$ cat src/rtl/sss_pkg.sv
// sss_pkg: shared types and constants for the scaled sparse sum-of-squares block.
// Used by every module under rtl/; depends on nothing.
package sss_pkg;

	localparam int COLUMNS_DEF = 1024;
	localparam int QUEUE_DEPTH = 4;

	localparam logic [1:0] REG_SCALE_A = 2'd0;
	localparam logic [1:0] REG_SCALE_B = 2'd1;
	localparam logic [1:0] REG_LIMIT   = 2'd2;

	localparam logic signed [31:0] SCALE_RESET = 32'sh0001_0000;
	localparam logic signed [31:0] Q_MAX       = 32'sh7FFF_FFFF;
	localparam logic signed [31:0] Q_MIN       = 32'sh8000_0000;

	typedef enum logic [1:0] {
		ACT_LOAD_A = 2'd0,
		ACT_LOAD_B = 2'd1,
		ACT_FOLD   = 2'd2,
		ACT_EMIT   = 2'd3
	} action_t;

	typedef enum logic [1:0] {
		JOB_LOAD_A,
		JOB_LOAD_B,
		JOB_FOLD,
		JOB_EMIT
	} job_kind_t;

	typedef enum logic [1:0] {
		BK_CLEAR,
		BK_RUN,
		BK_FOLD
	} back_state_t;

	typedef struct packed {
		action_t            action;
		logic [9:0]         column;
		logic signed [31:0] value;
	} request_t;

	typedef struct packed {
		logic [63:0] total;
		logic        saturated;
	} result_t;

	typedef struct packed {
		job_kind_t          kind;
		logic [9:0]         column;
		logic signed [31:0] value;
	} job_t;

	typedef struct packed {
		logic push;
		job_t data;
	} queue_wr_t;

	typedef struct packed {
		logic signed [31:0] scale_a;
		logic signed [31:0] scale_b;
		logic [30:0]        limit;
	} config_t;

endpackage

$ cat src/rtl/sss_queue.sv
// sss_queue: short job queue between the front and the back end.
// Depends on sss_pkg.
module sss_queue (
	input  logic               clk,
	input  logic               arst_n,
	input  sss_pkg::queue_wr_t wr,
	input  logic               pop,
	output sss_pkg::job_t      head,
	output logic               full,
	output logic               empty
);

	localparam int PTR_W = $clog2(sss_pkg::QUEUE_DEPTH);
	localparam int CNT_W = $clog2(sss_pkg::QUEUE_DEPTH + 1);

	sss_pkg::job_t     slot_q [sss_pkg::QUEUE_DEPTH];
	logic [PTR_W-1:0]  wr_ptr_q;
	logic [PTR_W-1:0]  rd_ptr_q;
	logic [CNT_W-1:0]  fill_q;

	assign head  = slot_q[rd_ptr_q];
	assign full  = fill_q == CNT_W'(sss_pkg::QUEUE_DEPTH);
	assign empty = fill_q == '0;

	always_ff @(posedge clk) begin
		if (wr.push) begin
			slot_q[wr_ptr_q] <= wr.data;
		end
	end

	always_ff @(posedge clk or negedge arst_n) begin
		if (!arst_n) begin
			wr_ptr_q <= '0;
			rd_ptr_q <= '0;
			fill_q   <= '0;
		end else begin
			if (wr.push) begin
				wr_ptr_q <= wr_ptr_q + PTR_W'(1);
			end
			if (pop) begin
				rd_ptr_q <= rd_ptr_q + PTR_W'(1);
			end
			if (wr.push && !pop) begin
				fill_q <= fill_q + CNT_W'(1);
			end else if (!wr.push && pop) begin
				fill_q <= fill_q - CNT_W'(1);
			end
		end
	end

endmodule

$ cat config.mk
export PLATFORM = sky130hd
export DESIGN_NAME = sss_queue
export DESIGN_NICKNAME = d
export VERILOG_FILES = /design/src/rtl/sss_pkg.sv /design/src/rtl/sss_queue.sv
export SDC_FILE = /design/constraint.sdc
export NUM_CORES = 1
export LEC_CHECK = 0
export ABC_AREA = 1
export BUFFER_PORTS_ARGS = -buffer_cell sky130_fd_sc_hd__buf_2
export CAP_MARGIN = 0
export CORE_AREA = 4 4 90 155
export CTS_BUF_LIST = sky130_fd_sc_hd__clkbuf_16
export DETAILED_ROUTE_END_ITERATION = 8
export DIE_AREA = 0 0 94 159
export GPL_TIMING_DRIVEN = 0
export MAX_ROUTING_LAYER = met4
export PLACE_DENSITY = 0.87
export SLEW_MARGIN = 30
export SYNTH_ARGS = -nofsm -noshare
export SYNTH_HDL_FRONTEND = slang
export SYNTH_SLANG_ARGS = --single-unit
$ cat constraint.sdc
create_clock -name clk -period 3.3 [get_ports clk]
set_input_delay 0.33 -clock clk [delete_from_list [all_inputs] [get_ports clk]]
set_output_delay 0.33 -clock clk [all_outputs]
set_load 0.02 [all_outputs]
==> flow_results.xml <==
<?xml version="1.0" encoding="UTF-8"?>
<metrics>
  <group name="place">
    <metric name="gpl.final_weighted_congestion" unit="">0.8407</metric>
    <metric name="placed_wire_length_estimate_after_detailed_placement" unit="mm">10.33</metric>
    <metric name="detailedPlace.worstSlack" unit="ns">1.540</metric>
    <metric name="detailed_place.area" unit="um^2">8228</metric>
    <metric name="portBuffers" unit="">93</metric>
  </group>
  <group name="power_and_ir_drop">
    <metric name="total_power_density_per_cell_area" unit="nW/um^2">953.9</metric>
    <metric name="ir_drop" unit="V">0.0005794</metric>
    <metric name="total_power" unit="uW">8375</metric>
    <metric name="static-leakage-power" unit="uW">0.003614</metric>
  </group>
  <group name="timing">
    <metric name="setup_failing_eps_final" unit="">0</metric>
    <metric name="max_slew_margin" unit="%">57.69</metric>
    <metric name="report.final.slew_viol_count" unit="">0</metric>
    <metric name="period_share" unit="%">65.84</metric>
    <metric name="timing_worst_slew_pin_value" unit="ns">0.6346</metric>
    <metric name="max_freq" unit="MHz">460.3</metric>
    <metric name="fin_ws" unit="ns">1.127</metric>
    <metric name="fin_crit" unit="ns">2.173</metric>
    <metric name="clock-skew-final" unit="ns">0.004719</metric>
    <metric name="hold_viol" unit="">0</metric>
    <metric name="fin_setup_tns" unit="ns">0</metric>
    <metric name="grt_setup_unrepaired" unit="">false</metric>
  </group>
  <group name="logic_synthesis">
    <metric name="synth-compound-area-share" unit="%">9.498</metric>
    <metric name="area_share_of_the_largest_cell_type_after_synthesis" unit="%">70.64</metric>
    <metric name="synth.avg_cell_area" unit="um^2">13.34</metric>
    <metric name="synth_common_cells" unit="">176 x edfxtp_1, 145 x nand2_1, 99 x inv_1</metric>
    <metric name="synth-simple-area-share" unit="%">7.559</metric>
    <metric name="muxShareOfSynthArea" unit="%">0</metric>
    <metric name="synth-async-reset-ratio" unit="%">3.825</metric>
    <metric name="ys_seq_elements" unit="">183</metric>
    <metric name="synthAdderAreaFrac" unit="%">1.104</metric>
    <metric name="postSynthCellCount" unit="">561</metric>
    <metric name="yosys_warnings" unit="">0</metric>
    <metric name="mappedNetlistArea" unit="um^2">7482</metric>
    <metric name="post_synth_xor_area_fraction" unit="%">0.4682</metric>
    <metric name="main_combinational_cell_family_by_area_after_synthesis" unit="">compound AO/OA/AOI/OAI gates</metric>
    <metric name="yosysSeqAreaShare" unit="%">72.98</metric>
    <metric name="post-synth-top-count-cell" unit="">edfxtp_1</metric>
    <metric name="synthFlopType" unit="">edfxtp_1</metric>
    <metric name="synth_enable_flop_cells" unit="">176</metric>
    <metric name="yosys.area.top_type" unit="">edfxtp_1</metric>
    <metric name="synth_area_leaders" unit="">edfxtp_1 71%, o211ai_1 7.9%, nand2_1 7.3%</metric>
    <metric name="synth.distinct_cells" unit="">20</metric>
    <metric name="synthesis.nets" unit="">615</metric>
  </group>
  <group name="floorplan">
    <metric name="floorplan.initialDensity" unit="%">59.54</metric>
    <metric name="fp.coreArea" unit="um^2">12570</metric>
    <metric name="row_count" unit="">54</metric>
    <metric name="num_io_pins" unit="">94</metric>
    <metric name="die_area" unit="um^2">14950</metric>
    <metric name="die_height" unit="um">159</metric>
    <metric name="floorplan_die_width" unit="um">94</metric>
  </group>
  <group name="worst_setup_path">
    <metric name="worst-r2r-cell-count" unit="">4</metric>
    <metric name="data_arrival_time_of_the_critical_path" unit="ns">1.84</metric>
    <metric name="critical_path_class" unit="">reg -&gt; out</metric>
    <metric name="startpoint_type" unit="">register</metric>
    <metric name="critPathRequiredTime" unit="ns">2.97</metric>
    <metric name="critical_path_peak_fanout" unit="">10</metric>
    <metric name="cp-end-kind" unit="">output port</metric>
  </group>
  <group name="grt">
    <metric name="first_pass_grt_wire_length" unit="mm">25.30</metric>
    <metric name="global_route.overflow_total" unit="">0</metric>
    <metric name="grt_usage" unit="%">23.20</metric>
    <metric name="grt_pass1_vias" unit="">5045</metric>
    <metric name="grt_start_max_net_pins" unit="">45</metric>
    <metric name="initial_antenna_violation_count" unit="">2</metric>
  </group>
  <group name="worst_hold_path">
    <metric name="worst_hold_path.num_cells" unit="">1</metric>
    <metric name="hold_path.class" unit="">in -&gt; reg</metric>
  </group>
  <group name="cts">
    <metric name="clkSinkCount" unit="">183</metric>
    <metric name="ctsResizeCount" unit="">0</metric>
    <metric name="cts_buffers" unit="">17</metric>
    <metric name="clock_latency" unit="ns">0.43</metric>
    <metric name="clk_root_buffer_cell" unit="">clkbuf_16</metric>
    <metric name="postCtsSetupBuffers" unit="">0</metric>
    <metric name="cts.reportedPaths.clkPinSlew" unit="ns">0.06</metric>
    <metric name="clock_path_buffers" unit="">2</metric>
    <metric name="cts_tree" unit="">yes</metric>
    <metric name="cts_hold_buffers" unit="">1</metric>
    <metric name="ctsHtreeMaxLevel" unit="">4</metric>
  </group>
  <group name="drt">
    <metric name="drt_iter0_markers" unit="">362</metric>
    <metric name="detailroute.via_count" unit="">4703</metric>
    <metric name="route.detailed.vias_per_inst" unit="">5.475</metric>
    <metric name="dr.pass1.iters" unit="">5</metric>
    <metric name="route.antenna.remaining_nets" unit="">0</metric>
    <metric name="detail_route.wirelength" unit="mm">16.07</metric>
    <metric name="drt-wirelength-per-cell" unit="um">18.71</metric>
    <metric name="drcViolationCount" unit="">0</metric>
  </group>
  <group name="cells_and_area">
    <metric name="multiInputGateArea" unit="um^2">1394</metric>
    <metric name="area_taken_by_flip_flops_and_latches" unit="um^2">5460</metric>
    <metric name="area.growth.synth_to_final" unit="%">17.34</metric>
    <metric name="drive_gt1_share" unit="%">24.09</metric>
    <metric name="final_design_area_no_fill" unit="um^2">8780</metric>
    <metric name="final.fill_count" unit="">847</metric>
    <metric name="net_count_final" unit="">731</metric>
  </group>
  <group name="flow_run">
    <metric name="maxCapViolCount" unit="">0</metric>
  </group>
  <group name="status">
    <metric name="status" unit="">finished clean</metric>
  </group>
</metrics>
routing by layer:
metal / global-route usage (%) / vias to the layer above / part of all wire, %
li1: - / 2176 / -
met1: 25.34 / 2284 / 35
met2: 39.47 / 200 / 56
met3: 5.343 / 43 / 6.4
met4: 10.72 / 0 / 2.7
met5: - / - / 0
report_power, final:
group,internal [uW],switching [uW],total (uW)
Sequential,3040,135,3180
Combinational,1090,2250,3340
Clock,1020,828,1850
registers in the layout, summed over array words and instances (netlist names):
signal    flops
rd_ptr_q      2
fill_q        3
slot_q      176
wr_ptr_q      2
final timing paths:
path | startpoint | endpoint | slack, ns
max in group asynchronous | arst_n | wr_ptr_q[0]$_DFFE_PN0P_ | 2.87
max reg2reg | wr_ptr_q[0]$_DFFE_PN0P_ | slot_q[2][20]$_DFFE_PP_ | 1.64
min in group asynchronous | arst_n | rd_ptr_q[0]$_DFFE_PN0P_ | 0.27
max | rd_ptr_q[1]$_DFFE_PN0P_ | head[11] | 1.13
min reg2reg | fill_q[2]$_DFFE_PN0P_ | fill_q[2]$_DFFE_PN0P_ | 0.52
min | wr[18] | slot_q[0][18]$_DFFE_PP_ | 0.12
layout by cell type, fill, tap and decap left out, types with 4 or more instances in the layout:
master | netlist | layout
edfxtp_1 | 176 | 176
nand2_1 | 145 | 145
buf_2 | 13 | 106
inv_1 | 99 | 96
o211ai_1 | 79 | 79
clkbuf_16 | 0 | 17
buf_6 | 13 | 13
o211ai_2 | 9 | 9
dfrtp_1 | 7 | 7
ha_1 | 5 | 5
inv_4 | 0 | 4
clkinvlp_4 | 0 | 4
layout make-up:
class                   instances  share of cell area (%)
flip-flops and latches        183                   62.19
multi-input cells             248                   15.88
repair buffers                 97                   6.099
clock buffers                  17                   4.845
inverters                     100                   4.389
plain buffers                  30                   2.879
well taps                     168                   2.394
clock inverters                14                   1.268
diodes                          2                 0.05700
stage by stage:
stage,utilization [%],hold slack [ns],instances
floorplan,-,0.03441,561
global placement,64.91,0.1738,822
detailed placement,65.47,0.1756,825
CTS,69.82,0.1022,857
global route,69.86,0.1015,859
finish,69.86,0.1153,859
worst max-delay path, cell delays in order, from the launching register on:
cell,delay (ns)
dfrtp_1,0.35
buf_2,0.18
inv_2,0.18
buf_2,0.29
o211ai_1,0.13
nand2_1,0.11
buf_2,0.17
cell families after synthesis:
family | count (synthesis)
AO/OA/AOI/OAI | 89
XOR/XNOR | 4
adder cells (fa/ha/maj) | 6
buffers and inverters | 130
flip-flops | 183
AND/OR/NAND/NOR | 149
Note: power is estimated with default switching activity, not from simulation.
